<file path="config.mk">
export PLATFORM = sky130hd
export DESIGN_NAME = silu_li_blend
export DESIGN_NICKNAME = d
export VERILOG_FILES = /design/src/silu_li_pkg.sv /design/src/silu_li_blend.sv
export SDC_FILE = /design/constraint.sdc
export NUM_CORES = 1
export LEC_CHECK = 0
export ABC_AREA = 0
export BUFFER_PORTS_ARGS = -buffer_cell sky130_fd_sc_hd__buf_2
export CAP_MARGIN = 20
export CORE_MARGIN = 1.5
export CORE_UTILIZATION = 39
export DETAILED_ROUTE_END_ITERATION = 8
export PLACE_DENSITY = 0.54
export SETUP_SLACK_MARGIN = 0.2
export SLEW_MARGIN = 0
export SYNTH_ARGS = -nofsm -noshare
export SYNTH_HDL_FRONTEND = slang
export SYNTH_SLANG_ARGS = --single-unit
export TNS_END_PERCENT = 20
</file>
<file path="constraint.sdc">
create_clock -name clk -period 7.7 [get_ports clk]
set_clock_uncertainty 0.05 [all_clocks]
set_input_delay 1.155 -clock clk [delete_from_list [all_inputs] [get_ports clk]]
set_output_delay 1.155 -clock clk [all_outputs]
set_load 0.02 [all_outputs]
</file>
<file path="src/silu_li_pkg.sv">
package silu_li_pkg;

  // table geometry
  localparam int TABLE_BITS = 8;
  localparam int LEVELS     = 1 << TABLE_BITS;
  localparam int FRAC_BITS  = 12;

  // field widths
  localparam int X_W        = 16;
  localparam int RANGE_W    = 15;
  localparam int STEP_W     = 24;
  localparam int ENTRY_IDX_W = 8;
  localparam int U_W        = 16;
  localparam int PROD_W     = U_W + STEP_W;
  localparam int POS_W      = PROD_W - FRAC_BITS;
  localparam int IPART_W    = POS_W - FRAC_BITS;
  localparam int DIFF_W     = X_W + 1;
  localparam int MUL_W      = DIFF_W + POS_W + 1;

  // config port
  localparam int CFG_IDX_W  = 1;
  localparam int CFG_DATA_W = 24;

  localparam logic [CFG_IDX_W-1:0] CFG_X_RANGE   = CFG_IDX_W'(0);
  localparam logic [CFG_IDX_W-1:0] CFG_POS_SCALE = CFG_IDX_W'(1);

  localparam logic [RANGE_W-1:0] X_RANGE_RST   = RANGE_W'(16384);
  localparam logic [STEP_W-1:0]  POS_SCALE_RST = STEP_W'(130560);

  // request codes
  localparam logic REQ_EVAL = 1'b0;
  localparam logic REQ_LOAD = 1'b1;

  localparam logic [IPART_W-1:0] IDX_MAX = IPART_W'(LEVELS - 2);

  localparam logic signed [MUL_W-1:0] Y_MAX_W = MUL_W'(32767);
  localparam logic signed [MUL_W-1:0] Y_MIN_W = -MUL_W'(32768);

  typedef logic [TABLE_BITS-1:0] slot_t;
  typedef logic signed [X_W-1:0] sample_t;
  typedef logic [POS_W-1:0]      frac_t;

  typedef struct packed {
    logic valid;
    logic load;
  } ctl_t;

endpackage

</file>
<file path="src/silu_li_blend.sv">
// interpolate between samples, floor shift, saturate, output register
module silu_li_blend (
  input  logic                                clk,
  input  logic                                rst_n,
  input  logic                                adv,
  input  logic                                valid_i,
  input  silu_li_pkg::sample_t                t0_i,
  input  silu_li_pkg::sample_t                t1_i,
  input  silu_li_pkg::frac_t                  frac_i,
  output logic                                out_valid,
  output logic signed [silu_li_pkg::X_W-1:0]  y_value
);

  // stage E: slope
  logic                                    e_valid_r;
  logic signed [silu_li_pkg::DIFF_W-1:0]   e_diff_r;
  silu_li_pkg::sample_t                    e_t0_r;
  silu_li_pkg::frac_t                      e_frac_r;
  // stage F: product
  logic                                    f_valid_r;
  logic signed [silu_li_pkg::MUL_W-1:0]    f_prod_r;
  silu_li_pkg::sample_t                    f_t0_r;
  // result
  logic                                    out_valid_r;
  silu_li_pkg::sample_t                    y_r;

  logic signed [silu_li_pkg::DIFF_W-1:0]   diff_nxt;
  logic signed [silu_li_pkg::MUL_W-1:0]    prod_nxt;
  logic signed [silu_li_pkg::MUL_W-1:0]    shifted;
  logic signed [silu_li_pkg::MUL_W-1:0]    sum;
  silu_li_pkg::sample_t                    y_nxt;

  always_comb begin
    diff_nxt = $signed({t1_i[silu_li_pkg::X_W-1], t1_i})
             - $signed({t0_i[silu_li_pkg::X_W-1], t0_i});
    prod_nxt = e_diff_r * $signed({1'b0, e_frac_r});
    shifted  = f_prod_r >>> silu_li_pkg::FRAC_BITS;
    sum      = shifted + silu_li_pkg::MUL_W'(f_t0_r);
    priority if (sum > silu_li_pkg::Y_MAX_W) begin
      y_nxt = silu_li_pkg::Y_MAX_W[silu_li_pkg::X_W-1:0];
    end else if (sum < silu_li_pkg::Y_MIN_W) begin
      y_nxt = silu_li_pkg::Y_MIN_W[silu_li_pkg::X_W-1:0];
    end else begin
      y_nxt = sum[silu_li_pkg::X_W-1:0];
    end
  end

  always_ff @(posedge clk) begin
    if (!rst_n) begin
      e_valid_r   <= 1'b0;
      f_valid_r   <= 1'b0;
      out_valid_r <= 1'b0;
    end else if (adv) begin
      e_valid_r   <= valid_i;
      f_valid_r   <= e_valid_r;
      out_valid_r <= f_valid_r;
    end
  end

  always_ff @(posedge clk) begin
    if (adv) begin
      e_diff_r <= diff_nxt;
      e_t0_r   <= t0_i;
      e_frac_r <= frac_i;
      f_prod_r <= prod_nxt;
      f_t0_r   <= e_t0_r;
      y_r      <= y_nxt;
    end
  end

  assign out_valid = out_valid_r;
  assign y_value   = y_r;

  // a new result only follows an evaluate in the last stage
  out_from_f: assert property (@(posedge clk) disable iff (!rst_n)
    $rose(out_valid_r) |-> $past(f_valid_r))
    else $error("result beat without a preceding evaluate");

endmodule

</file>
==> Implementation_results.wiki <==
{| class="wikitable"
! Metric !! Value
|-
| Buffer depth of the longest clock path || 2
|-
| Path class of the lowest-slack min-delay path || flip-flop to flip-flop
|-
| TritonCTS clock tree || yes
|-
| Final worst path period need || 7.15 ns
|-
| DP Cell Count || 3035
|-
| Total of flip-flops plus latches after synthesis || 130
|-
| Layout Area Growth over Synthesis || 9.11%
|-
| Commonest cells post-synth || sky130_fd_sc_hd__inv_1 (467), sky130_fd_sc_hd__fa_1 (390), sky130_fd_sc_hd__nand2_1 (272), sky130_fd_sc_hd__and2_1 (219), sky130_fd_sc_hd__ha_1 (196)
|-
| Setup TNS || 0 ns
|-
| Worst-case hold path end point || f_t0_r[15]
|-
| Wire length after detailed routing || 56.5 mm
|-
| Final cell count without fillers || 3084
|-
| ANT nets after route || 0
|-
| Crit Reg-Reg Startpoint || e_diff_r[5]
|-
| Initial antenna violation count || 1
|-
| Die Span Y || 240 um
|-
| Maximum level of the CTS H-tree || 4
|-
| Crit path max fanout || 15
|-
| Clock-pin slew on the worst setup and hold paths || 0.07 ns
|-
| Master cell of the clock root buffer || sky130_fd_sc_hd__clkbuf_16
|-
| Number of warning messages in the yosys log || 0
|-
| Fraction of met2 tracks used by global routing || 34.2%
|-
| Start point of the worst min-delay path || e_t0_r[15]
|-
| GR Util met3 || 3.18%
|-
| Count of routing violations after the opening detailed-route iteration || 885
|-
| Number of violations of the max-capacitance limit || 0
|-
| Category of the worst setup path capture point || flip-flop
|-
| Number of nets produced by synthesis || 2910
|-
| Number of nets in the finished design || ~3000
|-
| Port bufs || 80
|-
| Critical path launch point type || flip-flop
|-
| Reg-to-reg critical path endpoint || f_prod_r[44]
|-
| Async set-reset flop share out of synthesis || 0%
|-
| # DRC || 0
|-
| Clock insertion delay at the later pin of the skew report || 0.46 ns
|-
| Final hold vios || 0
|-
| Worst setup path category || flip-flop to flip-flop
|-
| Area share of the largest cell type after synthesis || between 30 and 40%
|-
| Number of enable-type register cells in the synthesized netlist || 127
|-
| Detailed-route wire length per cell || 18.3 um
|-
| Global route total overflow || 0
|-
| Share of the cycle needed by the critical path after routing || 92.9%
|-
| Data arrival time at the worst-slack endpoint || about 7.3 ns
|-
| RSZ-0062 raised after global routing || false
|-
| Setup Viol. Count Final || 0
|-
| Number of distinct library cell variants in the gate-level netlist after synthesis || 72
|-
| Global router's overall resource usage || 20.5%
|-
| Most common cell in the synthesized netlist || sky130_fd_sc_hd__inv_1
|-
| Global-route track usage on met1 || about 28%
|-
| Cell depth of the worst min-delay path || 0
|-
| Detailed-route vias per instance || approximately 5
|-
| Layer with the highest usage || met2
|-
| Prevailing post-synth register cell || sky130_fd_sc_hd__edfxtp_1
|-
| Gate count of the mapped netlist || 2260
|-
| Top cell type by total area after synthesis || sky130_fd_sc_hd__fa_1
|-
| Number of pins exceeding their max-slew limit in the final report || 0
|-
| Clock buffer count from CTS || 17
|-
| Slew of the pin with the lowest slew margin || 0.995 ns
|-
| Count of TritonRoute iterations in the first routing pass || 5
|-
| Via count || 15400
|-
| RD Place Congestion || 0.871
|-
| Synth top area cells || sky130_fd_sc_hd__fa_1 (36%), sky130_fd_sc_hd__edfxtp_1 (17%), sky130_fd_sc_hd__ha_1 (11%)
|-
| Proportion of synthesized chip area in sequential cells || 17.7%
|-
| Worst max-slew margin expressed relative to the limit || 33.6%
|-
| Fraction of layout instances using a drive strength above 1 || 7.75%
|-
| Core Area || 0.0553 sq mm
|-
| Width of the die || 240 um
|-
| Synth Area per Inst || 9.68 sq um
|-
| Logic depth of the worst register-to-register path || 21
|-
| Die outline area || 0.0576 sq mm
|-
| Outcome || finished clean
|-
| Reg-to-reg setup timing slack || 0.55 ns
|-
| Data required time at the worst endpoint || 7.85 ns
|-
| Starting density of the core || between 30 and 40%
|-
| Pin count of the biggest net entering global routing || approximately 90
|-
| I/O pin count || 81
|-
| Clock sink count || 130
|-
| Row count || 86
|-
| Upper clock frequency limit || around 140 MHz
|-
| Detailed placement HPWL || about 45 mm
|-
| Global-route wire length before repair || 89.8 mm
|-
| Post-Syn Area || between 0.02 and 0.025 sq mm
|-
| Vias in the first global route || about 17000
|}
-- final cells by class --
class | count | area (sq um)
clock buffer | 18 | 429
antenna | 1 | 2.50
sequential | 130 | 3870
fill | 5389 | 31400
multi-input combinational | 1573 | 15900
tap | 748 | 936
timing repair buffer | 133 | 857
inverter | 467 | 1750
clock inverter | 14 | 140
-- through the flow --
stage | utilization, % | hold slack (ns) | instance area, sq um | setup WS [ns]
after floorplan | - | 0.350 | 21900 | 1.16
after global placement | 41.8 | 0.350 | 23100 | 0.617
after detailed placement | 41.8 | 0.355 | 23100 | 0.437
after CTS | 42.9 | 0.364 | 23700 | 0.337
after global routing | 43.2 | 0.377 | 23900 | 0.218
final | 43.2 | 0.369 | 23900 | 0.546
-- registers in the layout, indices dropped and copies added (netlist names) --
name	cells
e_t0_r	16
y_value	16
e_valid_r	1
f_t0_r	16
e_frac_r	28
f_valid_r	1
e_diff_r	17
f_prod_r	34
out_valid	1
-- worst max-delay path: stages, from the launching register on --
cell and delay, ns:
sky130_fd_sc_hd__edfxtp_1 0.70, sky130_fd_sc_hd__buf_6 0.30, sky130_fd_sc_hd__and2_1 0.16, sky130_fd_sc_hd__fa_1 0.49
sky130_fd_sc_hd__inv_1 0.06, sky130_fd_sc_hd__fa_1 0.45, sky130_fd_sc_hd__fa_1 0.49, sky130_fd_sc_hd__inv_1 0.05
sky130_fd_sc_hd__ha_1 0.32, sky130_fd_sc_hd__fa_1 0.52, sky130_fd_sc_hd__fa_1 0.52, sky130_fd_sc_hd__ha_1 0.33
sky130_fd_sc_hd__a211o_1 0.28, sky130_fd_sc_hd__o41ai_1 0.43, sky130_fd_sc_hd__buf_4 0.22, sky130_fd_sc_hd__o21ai_1 0.19
sky130_fd_sc_hd__a21o_1 0.25, sky130_fd_sc_hd__a21oi_1 0.22, sky130_fd_sc_hd__o221ai_1 0.27, sky130_fd_sc_hd__o21ai_1 0.27
sky130_fd_sc_hd__o21ai_0 0.16, sky130_fd_sc_hd__xnor2_1 0.16
-- per-layer routing --
metal / vias up / part of all wire [%]
li1: 7183 / -
met1: 7836 / 46
met2: 361 / 47
met3: 49 / 5.1
met4: 0 / 1.8
met5: - / 0
-- worst max-delay path by stage --
stage | startpoint | to | cells past startpoint
floorplan | e_diff_r[4] | f_prod_r[44] | 20
global placement | e_diff_r[11] | f_prod_r[44] | 22
detailed placement | e_diff_r[4] | f_prod_r[44] | 19
CTS | e_diff_r[4] | f_prod_r[44] | 19
global route | e_frac_r[17] | f_prod_r[44] | 21
finish | e_diff_r[5] | f_prod_r[44] | 21
-- cells by family after synthesis --
| logic type | Yosys count | synth area share, % |
|---|---|---|
| buf+inv | 557 | 9.71 |
| mux | 4 | 0.183 |
| xor+xnor | 63 | 2.52 |
| flops | 130 | 17.7 |
| fa+ha+maj | 586 | 46.9 |
| simple gates | 688 | 15.8 |
| compound gates | 232 | 7.17 |
-- what timing repair did --
action                     CTS  global route
buffers inserted             0            16
hold buffers                 0             0
setup endpoints to repair    0             6
resized for setup            0             0
-- placed cells by master, fill, tap and decap left out, drive strengths merged, types with 6 or more instances in the layout --
| master | instances |
|---|---|
| a211o | 8 |
| a21boi | 6 |
| a21o | 22 |
| a21oi | 56 |
| a31oi | 7 |
| and2 | 219 |
| and3 | 14 |
| buf | 133 |
| clkbuf | 18 |
| edfxtp | 127 |
| fa | 390 |
| ha | 196 |
| inv | 476 |
| nand2 | 272 |
| nand2b | 12 |
| nand3 | 20 |
| nand4 | 9 |
| nor2 | 69 |
| nor2b | 14 |
| nor3 | 19 |
| nor4 | 8 |
| o21a | 19 |
| o21ai | 45 |
| o22ai | 17 |
| or3 | 13 |
| xnor2 | 47 |
| xor2 | 16 |
Power is left out: the tool's default activity adds up to more than one toggle a clock period on the data nets, which glitch-free logic cannot reach.
