`src/silu_li_pkg.sv`:
```
package silu_li_pkg;

  // table geometry
  localparam int TABLE_BITS = 8;
  localparam int LEVELS     = 1 << TABLE_BITS;
  localparam int FRAC_BITS  = 12;

  // field widths
  localparam int X_W        = 16;
  localparam int RANGE_W    = 15;
  localparam int STEP_W     = 24;
  localparam int ENTRY_IDX_W = 8;
  localparam int U_W        = 16;
  localparam int PROD_W     = U_W + STEP_W;
  localparam int POS_W      = PROD_W - FRAC_BITS;
  localparam int IPART_W    = POS_W - FRAC_BITS;
  localparam int DIFF_W     = X_W + 1;
  localparam int MUL_W      = DIFF_W + POS_W + 1;

  // config port
  localparam int CFG_IDX_W  = 1;
  localparam int CFG_DATA_W = 24;

  localparam logic [CFG_IDX_W-1:0] CFG_X_RANGE   = CFG_IDX_W'(0);
  localparam logic [CFG_IDX_W-1:0] CFG_POS_SCALE = CFG_IDX_W'(1);

  localparam logic [RANGE_W-1:0] X_RANGE_RST   = RANGE_W'(16384);
  localparam logic [STEP_W-1:0]  POS_SCALE_RST = STEP_W'(130560);

  // request codes
  localparam logic REQ_EVAL = 1'b0;
  localparam logic REQ_LOAD = 1'b1;

  localparam logic [IPART_W-1:0] IDX_MAX = IPART_W'(LEVELS - 2);

  localparam logic signed [MUL_W-1:0] Y_MAX_W = MUL_W'(32767);
  localparam logic signed [MUL_W-1:0] Y_MIN_W = -MUL_W'(32768);

  typedef logic [TABLE_BITS-1:0] slot_t;
  typedef logic signed [X_W-1:0] sample_t;
  typedef logic [POS_W-1:0]      frac_t;

  typedef struct packed {
    logic valid;
    logic load;
  } ctl_t;

endpackage

```
`src/silu_li_front.sv`:
```
// clamp, scale by pos_scale, split position into index and fraction
module silu_li_front (
  input  logic                                clk,
  input  logic                                rst_n,
  input  logic                                adv,
  input  logic                                in_valid,
  input  logic                                req_type,
  input  logic signed [silu_li_pkg::X_W-1:0]  x_value,
  input  logic [silu_li_pkg::ENTRY_IDX_W-1:0] entry_index,
  input  logic signed [silu_li_pkg::X_W-1:0]  entry_value,
  input  logic [silu_li_pkg::RANGE_W-1:0]     x_range,
  input  logic [silu_li_pkg::STEP_W-1:0]      pos_scale,
  output silu_li_pkg::ctl_t                   ctl_o,
  output silu_li_pkg::slot_t                  idx_o,
  output silu_li_pkg::frac_t                  frac_o,
  output silu_li_pkg::slot_t                  slot_o,
  output silu_li_pkg::sample_t                data_o
);

  // stage A: clamped, offset input
  silu_li_pkg::ctl_t                   a_ctl_r;
  logic [silu_li_pkg::U_W-1:0]         a_u_r;
  silu_li_pkg::slot_t                  a_slot_r;
  silu_li_pkg::sample_t                a_data_r;
  // stage B: position
  silu_li_pkg::ctl_t                   b_ctl_r;
  logic [silu_li_pkg::POS_W-1:0]       b_pos_r;
  silu_li_pkg::slot_t                  b_slot_r;
  silu_li_pkg::sample_t                b_data_r;
  // stage C: index and fraction
  silu_li_pkg::ctl_t                   c_ctl_r;
  silu_li_pkg::slot_t                  c_idx_r;
  silu_li_pkg::frac_t                  c_frac_r;
  silu_li_pkg::slot_t                  c_slot_r;
  silu_li_pkg::sample_t                c_data_r;

  logic signed [silu_li_pkg::X_W:0]    x_ext;
  logic signed [silu_li_pkg::X_W:0]    r_ext;
  logic signed [silu_li_pkg::X_W:0]    x_clamp;
  logic signed [silu_li_pkg::X_W:0]    u_sum;
  silu_li_pkg::ctl_t                   a_ctl_nxt;
  logic [silu_li_pkg::PROD_W-1:0]      prod;
  logic [silu_li_pkg::IPART_W-1:0]     ipart;
  logic [silu_li_pkg::IPART_W-1:0]     idx_w;
  silu_li_pkg::frac_t                  frac_nxt;

  always_comb begin
    x_ext = {x_value[silu_li_pkg::X_W-1], x_value};
    r_ext = $signed({2'b00, x_range});
    priority if (x_ext < -r_ext) begin
      x_clamp = -r_ext;
    end else if (x_ext > r_ext) begin
      x_clamp = r_ext;
    end else begin
      x_clamp = x_ext;
    end
    u_sum = x_clamp + r_ext;
    a_ctl_nxt.valid = in_valid;
    a_ctl_nxt.load  = (req_type == silu_li_pkg::REQ_LOAD);
  end

  assign prod = silu_li_pkg::PROD_W'(a_u_r) * silu_li_pkg::PROD_W'(pos_scale);

  always_comb begin
    ipart    = b_pos_r[silu_li_pkg::POS_W-1:silu_li_pkg::FRAC_BITS];
    idx_w    = (ipart > silu_li_pkg::IDX_MAX) ? silu_li_pkg::IDX_MAX : ipart;
    frac_nxt = b_pos_r - {idx_w, {silu_li_pkg::FRAC_BITS{1'b0}}};
  end

  always_ff @(posedge clk) begin
    if (!rst_n) begin
      a_ctl_r <= '0;
      b_ctl_r <= '0;
      c_ctl_r <= '0;
    end else if (adv) begin
      a_ctl_r <= a_ctl_nxt;
      b_ctl_r <= a_ctl_r;
      c_ctl_r <= b_ctl_r;
    end
  end

  always_ff @(posedge clk) begin
    if (adv) begin
      a_u_r    <= u_sum[silu_li_pkg::U_W-1:0];
      a_slot_r <= silu_li_pkg::slot_t'(entry_index);
      a_data_r <= entry_value;
      b_pos_r  <= prod[silu_li_pkg::PROD_W-1:silu_li_pkg::FRAC_BITS];
      b_slot_r <= a_slot_r;
      b_data_r <= a_data_r;
      c_idx_r  <= idx_w[silu_li_pkg::TABLE_BITS-1:0];
      c_frac_r <= frac_nxt;
      c_slot_r <= b_slot_r;
      c_data_r <= b_data_r;
    end
  end

  assign ctl_o  = c_ctl_r;
  assign idx_o  = c_idx_r;
  assign frac_o = c_frac_r;
  assign slot_o = c_slot_r;
  assign data_o = c_data_r;

  // offset input never exceeds twice the range
  a_u_bound: assert property (@(posedge clk) disable iff (!rst_n)
    (a_ctl_r.valid && !a_ctl_r.load) |-> (a_u_r <= {x_range, 1'b0}))
    else $error("offset input beyond 2*x_range");

  // fraction only reaches one or more on the clamped top segment
  c_frac_bound: assert property (@(posedge clk) disable iff (!rst_n)
    (c_ctl_r.valid && !c_ctl_r.load &&
     (c_idx_r != silu_li_pkg::IDX_MAX[silu_li_pkg::TABLE_BITS-1:0]))
    |-> (c_frac_r < (silu_li_pkg::frac_t'(1) << silu_li_pkg::FRAC_BITS)))
    else $error("fraction of one or more below top segment");

endmodule

```
`config.mk`:
```
export PLATFORM = sky130hd
export DESIGN_NAME = silu_li_front
export DESIGN_NICKNAME = d
export VERILOG_FILES = /design/src/silu_li_pkg.sv /design/src/silu_li_front.sv
export SDC_FILE = /design/constraint.sdc
export NUM_CORES = 1
export LEC_CHECK = 0
export BUFFER_PORTS_ARGS = -buffer_cell sky130_fd_sc_hd__buf_2
export CORE_ASPECT_RATIO = 0.6
export CORE_MARGIN = 2
export CORE_UTILIZATION = 30
export DETAILED_ROUTE_END_ITERATION = 8
export GPL_TIMING_DRIVEN = 0
export PLACE_DENSITY = 0.52
export SKIP_LAST_GASP = 1
export SLEW_MARGIN = 10
export SYNTH_ARGS = -nofsm -noshare
export SYNTH_HDL_FRONTEND = slang
export SYNTH_SLANG_ARGS = --single-unit
```
`constraint.sdc`:
```
create_clock -name clk -period 7.25 [get_ports clk]
set_input_delay 0.725 -clock clk [delete_from_list [all_inputs] [get_ports clk]]
set_output_delay 0.725 -clock clk [all_outputs]
set_load 0.01 [all_outputs]
```
==> impl_metrics.toml, run 1 <==
[timing]
worst_slack_ns = 0.198
slew_headroom_pct = 41.5
period_minus_slack_ns = 7.05
skew_ns = 0.0200
finalHoldViolCount = 0
setup_viol_count_final = 0
tightest_slew_ns = 0.878
fin_crit_sh_pct = 97.3
slew_violations = 0
timing.fmax_mhz = 142

[critical_path]
crit_path_max_incr_delay_ns = 0.62
worst_setup_path_start_kind = "flop"
critPathCaptureType = "flop"
worstSetupPathType = "flop to flop"
crit_arrival_ns = 7.25
slowest_stage = "edfxtp_1"
crit_family = "adder cells"
crit_top_cell = "fa_1"
worst_ep_required_time_ns = 7.45
worstPathMaxFanout = 10
cp_cell_sequence = "clkbuf_1 > and2_1 > fa_1 > fa_1 > fa_1 > fa_1 > fa_1 > inv_1 > fa_1 > inv_1 > ha_1 > and2_1 > a221o_1 > a221oi_1 > o211ai_1 > a211oi_2 > a31oi_1 > xor2_1"
crit_buf_inv = 3

[synthesis]
yosysTopAreaCell = "fa_1"
synthTopCellsByArea = "fa_1 31%, edfxtp_1 23%, ha_1 10%"
ys_seq_area_share_pct = 24.0
synth.cells.most_frequent = "375 x inv_1, 306 x fa_1, 255 x nand2_1"
ys_seq_elements = 158
synth_edf_count = 152
syn_area_um2 = 19500
synth.most_common_cell = "inv_1"
synth_nets = 2478
syn_avg_cell_area_um2 = 10.1
yosys_warnings = 0
synthArstFlopShare_pct = 0
synth_top_area_share_pct = 31.4
synth_ff_type = "edfxtp_1"
synthCells = 1931
synth_cell_types = 63

[drt]
num_vias = 14000
totalWireLength_um = 57900
drc = 0
antenna_left = 0
wl_per_cell_um = 19.5
vias_per_cell = 4.74
drt_iter0_markers = 1089
dr.pass1.iters = 6

[floorplanning]
fp-row-count = 72
die_w_um = 333
core_um2 = 64400
start_util_pct = 30.3
die_h_um = 202
dieArea_um2 = 67200
ios = 146

[cells_and_area]
final_util_pct = 34.1
layout-drive-gt1-share_pct = 11.3
final_area_um2 = 22000
finalNetCount = 2643
areaGrowthSynthToFinish_pct = 12.7

[clocking]
numCtsBuffers = 17
clockBufferDepth = 2
htreeDepth = 4
cts_tree = "built"
clk_latency_ns = 0.46
clock-root-buffer = "clkbuf_16"
clock-sinks = 158
cts.clk_slew.worst_paths_ns = 0.07

[placement]
postPlaceCellArea_um2 = 21300
routabilityCongestion = 0.931
pre_cts_ws_ns = -0.515
dp_hpwl_um = 48100
port_buffers = 145

[global_routing]
overflow = 0
antenna_found_initial = 6
grt_first_pass_wirelength_um = 89900
grt_pass1_vias = 14700
grt_use_total_pct = 17.7
grt_max_degree = 107

[outcome]
status = "complete, no violations"

[worst_hold_path]
holdCritPathClass = "flop to flop"

[job]
maxCapViolCount = 0
[sequential cells by signal, indices dropped and copies added (netlist names), 8 cells and up]
name      cells
a_data_r     16
a_slot_r      8
a_u_r        16
b_data_r     16
b_pos_r      28
b_slot_r      8
data_o       16
frac_o       28
idx_o         8
slot_o        8
[cells in the final DEF (no fill, tap or decap), drive strengths merged, types with 6 or more instances in the layout]
cell / netlist / routed
a211oi: 9 / 9
a21o: 31 / 31
a21oi: 47 / 47
a221o: 9 / 9
a31oi: 10 / 10
and2: 165 / 165
and3: 9 / 9
buf: 7 / 153
clkbuf: 64 / 81
dfxtp: 6 / 6
edfxtp: 152 / 152
fa: 306 / 306
ha: 157 / 157
inv: 375 / 383
mux2i: 24 / 24
nand2: 256 / 256
nand2b: 11 / 11
nand3: 18 / 18
nand4: 12 / 12
nor2: 46 / 46
nor2b: 12 / 12
nor3: 15 / 15
nor4: 6 / 6
o211ai: 11 / 11
o21a: 8 / 8
o21ai: 33 / 33
o21bai: 9 / 9
or3: 10 / 10
xnor2: 41 / 41
xor2: 23 / 23
[final timing paths]
| kind | start | end | slack, ns | cells after the start |
|---|---|---|---|---|
| setup / recovery | a_u_r[15] | b_pos_r[24] | 0.20 | 18 |
| hold / removal | a_data_r[1] | b_data_r[1] | 0.42 | 0 |
| setup reg to reg | a_u_r[15] | b_pos_r[24] | 0.20 | 18 |
| hold reg to reg | a_data_r[1] | b_data_r[1] | 0.42 | 0 |
[cell type report]
| class | instances | area (um2) |
|---|---|---|
| Multi-Input combinational cell | 1327 | 13200 |
| Buffer | 71 | 328 |
| Timing Repair Buffer | 146 | 763 |
| Fill cell | 6544 | 42400 |
| Clock buffer | 17 | 425 |
| Clock inverter | 15 | 153 |
| Tap cell | 851 | 1060 |
| Inverter | 375 | 1410 |
| Antenna cell | 4 | 10.0 |
| Sequential cell | 158 | 4680 |
[cells by family (layout without fill, tap and decap cells)]
family,Yosys count,in the layout,synth area share (%)
AO/OA/AOI/OAI,199,199,7.02
XOR/XNOR,64,64,2.87
adder cells (fa/ha/maj),463,463,41.5
buffers and inverters,446,624,8.67
flip-flops,158,158,24.0
multiplexers,25,25,1.29
other,1,5,0.0192
AND/OR/NAND/NOR,575,575,14.7
[layer usage]
layer  track usage (%)  vias up  part of all wire, %
li1                  -     6469                    -
met1              27.1     7116                   51
met2              23.4      415                   39
met3              6.60       36                  9.3
met4              3.46        2                  1.2
met5                 0        -                0.017
[stage by stage]
step / TNS, ns / cells / hold WS [ns]
after floorplan: 0 / 1931 / 0.400
after global placement: -2.05 / 2927 / 0.401
after detailed placement: -2.67 / 2928 / 0.405
after CTS: 0 / 2960 / 0.406
after global routing: -0.00374 / 2960 / 0.416
final: 0 / 2964 / 0.415
[timing repair]
action                                  CTS  global route
gates resized for setup                  11            55
hold buffers                              0             0
endpoints found under the setup margin    1            10
buffers inserted                          0             0
Power of run 1 is not shown: default switching activity piles up to over one toggle a cycle in this logic, so the estimate is an artifact.
==> run 2, diff against run 1 <==
- BUFFER_PORTS_ARGS: -buffer_cell sky130_fd_sc_hd__buf_2 -> unset
- DONT_BUFFER_PORTS: unset -> 1
- PLACE_DENSITY: 0.52 -> 0.5
==> impl_metrics.toml, run 2 (synthesis gave the netlist of run 1 again) <==
[global_routing]
grt_pass1_vias = 14200
overflow = 0
antenna_found_initial = 0
grt_use_total_pct = 17.7
grt_first_pass_wirelength_um = 89100
grt_max_degree = 154

[critical_path]
reg2reg_slack_ns = 0.38
crit_family = "adder cells"
r2r-end = "b_pos_r[22]"
crit_buf_inv = 5
worst_ep_required_time_ns = 7.44
slowest_stage = "fa_1"
crit_top_cell = "fa_1"
crit_start = "a_u_r[10]"
r2r_cells = 20
worst-path-stages = 20
crit_path_max_incr_delay_ns = 0.65
worst_setup_path_start_kind = "flop"
crit_end = "b_pos_r[22]"
critPathCaptureType = "flop"
crit_arrival_ns = 7.06
worstSetupPathType = "flop to flop"
r2r-start = "a_u_r[10]"
cp_cell_sequence = "clkbuf_2 > and2_1 > fa_1 > inv_1 > fa_1 > fa_1 > fa_1 > inv_1 > fa_1 > inv_1 > fa_1 > inv_1 > ha_1 > a21o_1 > a21o_1 > a21oi_1 > o221ai_1 > a211oi_2 > o311ai_1 > xor2_1"
worstPathMaxFanout = 10

[drt]
drc = 0
dr.pass1.iters = 5
wl_per_cell_um = 20.7
antenna_left = 0
drt_iter0_markers = 1011
totalWireLength_um = 58200
vias_per_cell = 4.84
num_vias = 13600

[clocking]
htreeDepth = 4
hold_buffers = 0
clk_latency_ns = 0.46
clockBufferDepth = 2
clock-root-buffer = "clkbuf_16"
numCtsBuffers = 17
cts.clk_slew.worst_paths_ns = 0.08
clock-sinks = 158
cts_tree = "built"

[timing]
skew_ns = 0.0161
slew_headroom_pct = 41.1
setup_viol_count_final = 0
tightest_slew_ns = 0.883
fin_crit_sh_pct = 94.8
worst_slack_ns = 0.379
holdWs_ns = 0.361
period_minus_slack_ns = 6.87
finalHoldViolCount = 0
rsz0062_at_grt = "false"
timing.fmax_mhz = 146
slew_violations = 0

[floorplanning]
die_h_um = 202
ios = 146
start_util_pct = 30.3
dieArea_um2 = 67200
fp-row-count = 72
die_w_um = 333
core_um2 = 64400

[cells_and_area]
fillers = 6604
layout-drive-gt1-share_pct = 4.38
antenna_cells = 0
final_cell_mix = "375 x inv_1, 306 x fa_1, 255 x nand2_1, 165 x and2_1, 157 x ha_1"
finalNetCount = 2498
areaGrowthSynthToFinish_pct = 8.93
final_common_cell = "inv_1"
final_area_um2 = 21300
final_util_pct = 33.0

[outcome]
status = "complete, no violations"

[placement]
pre_cts_ws_ns = -0.104
dp_hpwl_um = 47700
routabilityCongestion = 0.918
port_buffers = 0
postPlaceCellArea_um2 = 20600

[job]
maxCapViolCount = 0

[worst_hold_path]
holdCritPathClass = "input port to flop"
[run 2: cell types whose count changed in the layout (fill, tap and decap cells not counted)]
cell and change:
buf_2 -144, clkbuf_1 +7, clkinv_2 -3, buf_4 +1
diode_2 -4, inv_8 +3, inv_6 -4, buf_8 -1
clkinvlp_4 -1, clkinv_4 +2, clkbuf_2 -7, clkinv_8 +3
buf_16 -1
[run 2: per-layer routing]
metal	part of all wire, %	wire (um)	global-route usage (%)
met4	1.2	698	3.46
met1	48	28000	26.0
met5	0.39	228	2.41
met3	11	6550	7.37
met2	39	22800	23.8
[run 2: worst min-delay path by stage]
stage	from	end	cells past startpoint
floorplan	a_data_r[0]	b_data_r[0]	0
global placement	b_slot_r[2]	slot_o[2]	0
detailed placement	a_data_r[3]	b_data_r[3]	0
CTS	entry_value[14]	a_data_r[14]	0
global route	entry_value[7]	a_data_r[7]	0
finish	entry_index[5]	a_slot_r[5]	0
[run 2: stage by stage]
stage | cells | setup TNS, ns
2_1_floorplan | 1931 | 0
3_5_place_dp | 2782 | -0.261
3_3_place_gp | 2782 | -0.161
4_1_cts | 2814 | 0
5_1_grt | 2815 | 0
6_report | 2815 | 0
[run 2: timing repair]
item / 4_1_cts / 5_1_grt
setup buffers: 0 / 1
resized for setup: 0 / 60
endpoints found under the setup margin: 0 / 17
[run 2: area by class of cell]
| cell class | instances | area (um2) | share of cell area [%] |
|---|---|---|---|
| sequential | 158 | 4680 | 22.0 |
| multi-input combinational | 1327 | 13200 | 61.9 |
| timing repair buffer | 1 | 7.51 | 0.0353 |
| clock buffer | 17 | 425 | 2.00 |
| buffer | 71 | 319 | 1.50 |
| tap | 851 | 1060 | 5.01 |
| inverter | 375 | 1410 | 6.62 |
| clock inverter | 15 | 195 | 0.918 |
[run 2: worst reg2reg max path, stage by stage, from the launching register on]
cell,delay (ns)
edfxtp_1,0.62
clkbuf_2,0.38
and2_1,0.26
fa_1,0.55
inv_1,0.06
fa_1,0.56
fa_1,0.43
fa_1,0.49
inv_1,0.05
fa_1,0.48
inv_1,0.05
fa_1,0.65
inv_1,0.09
ha_1,0.40
a21o_1,0.20
a21o_1,0.16
a21oi_1,0.26
o221ai_1,0.20
a211oi_2,0.39
o311ai_1,0.16
xor2_1,0.17
Power of run 2 is left out for the same reason.
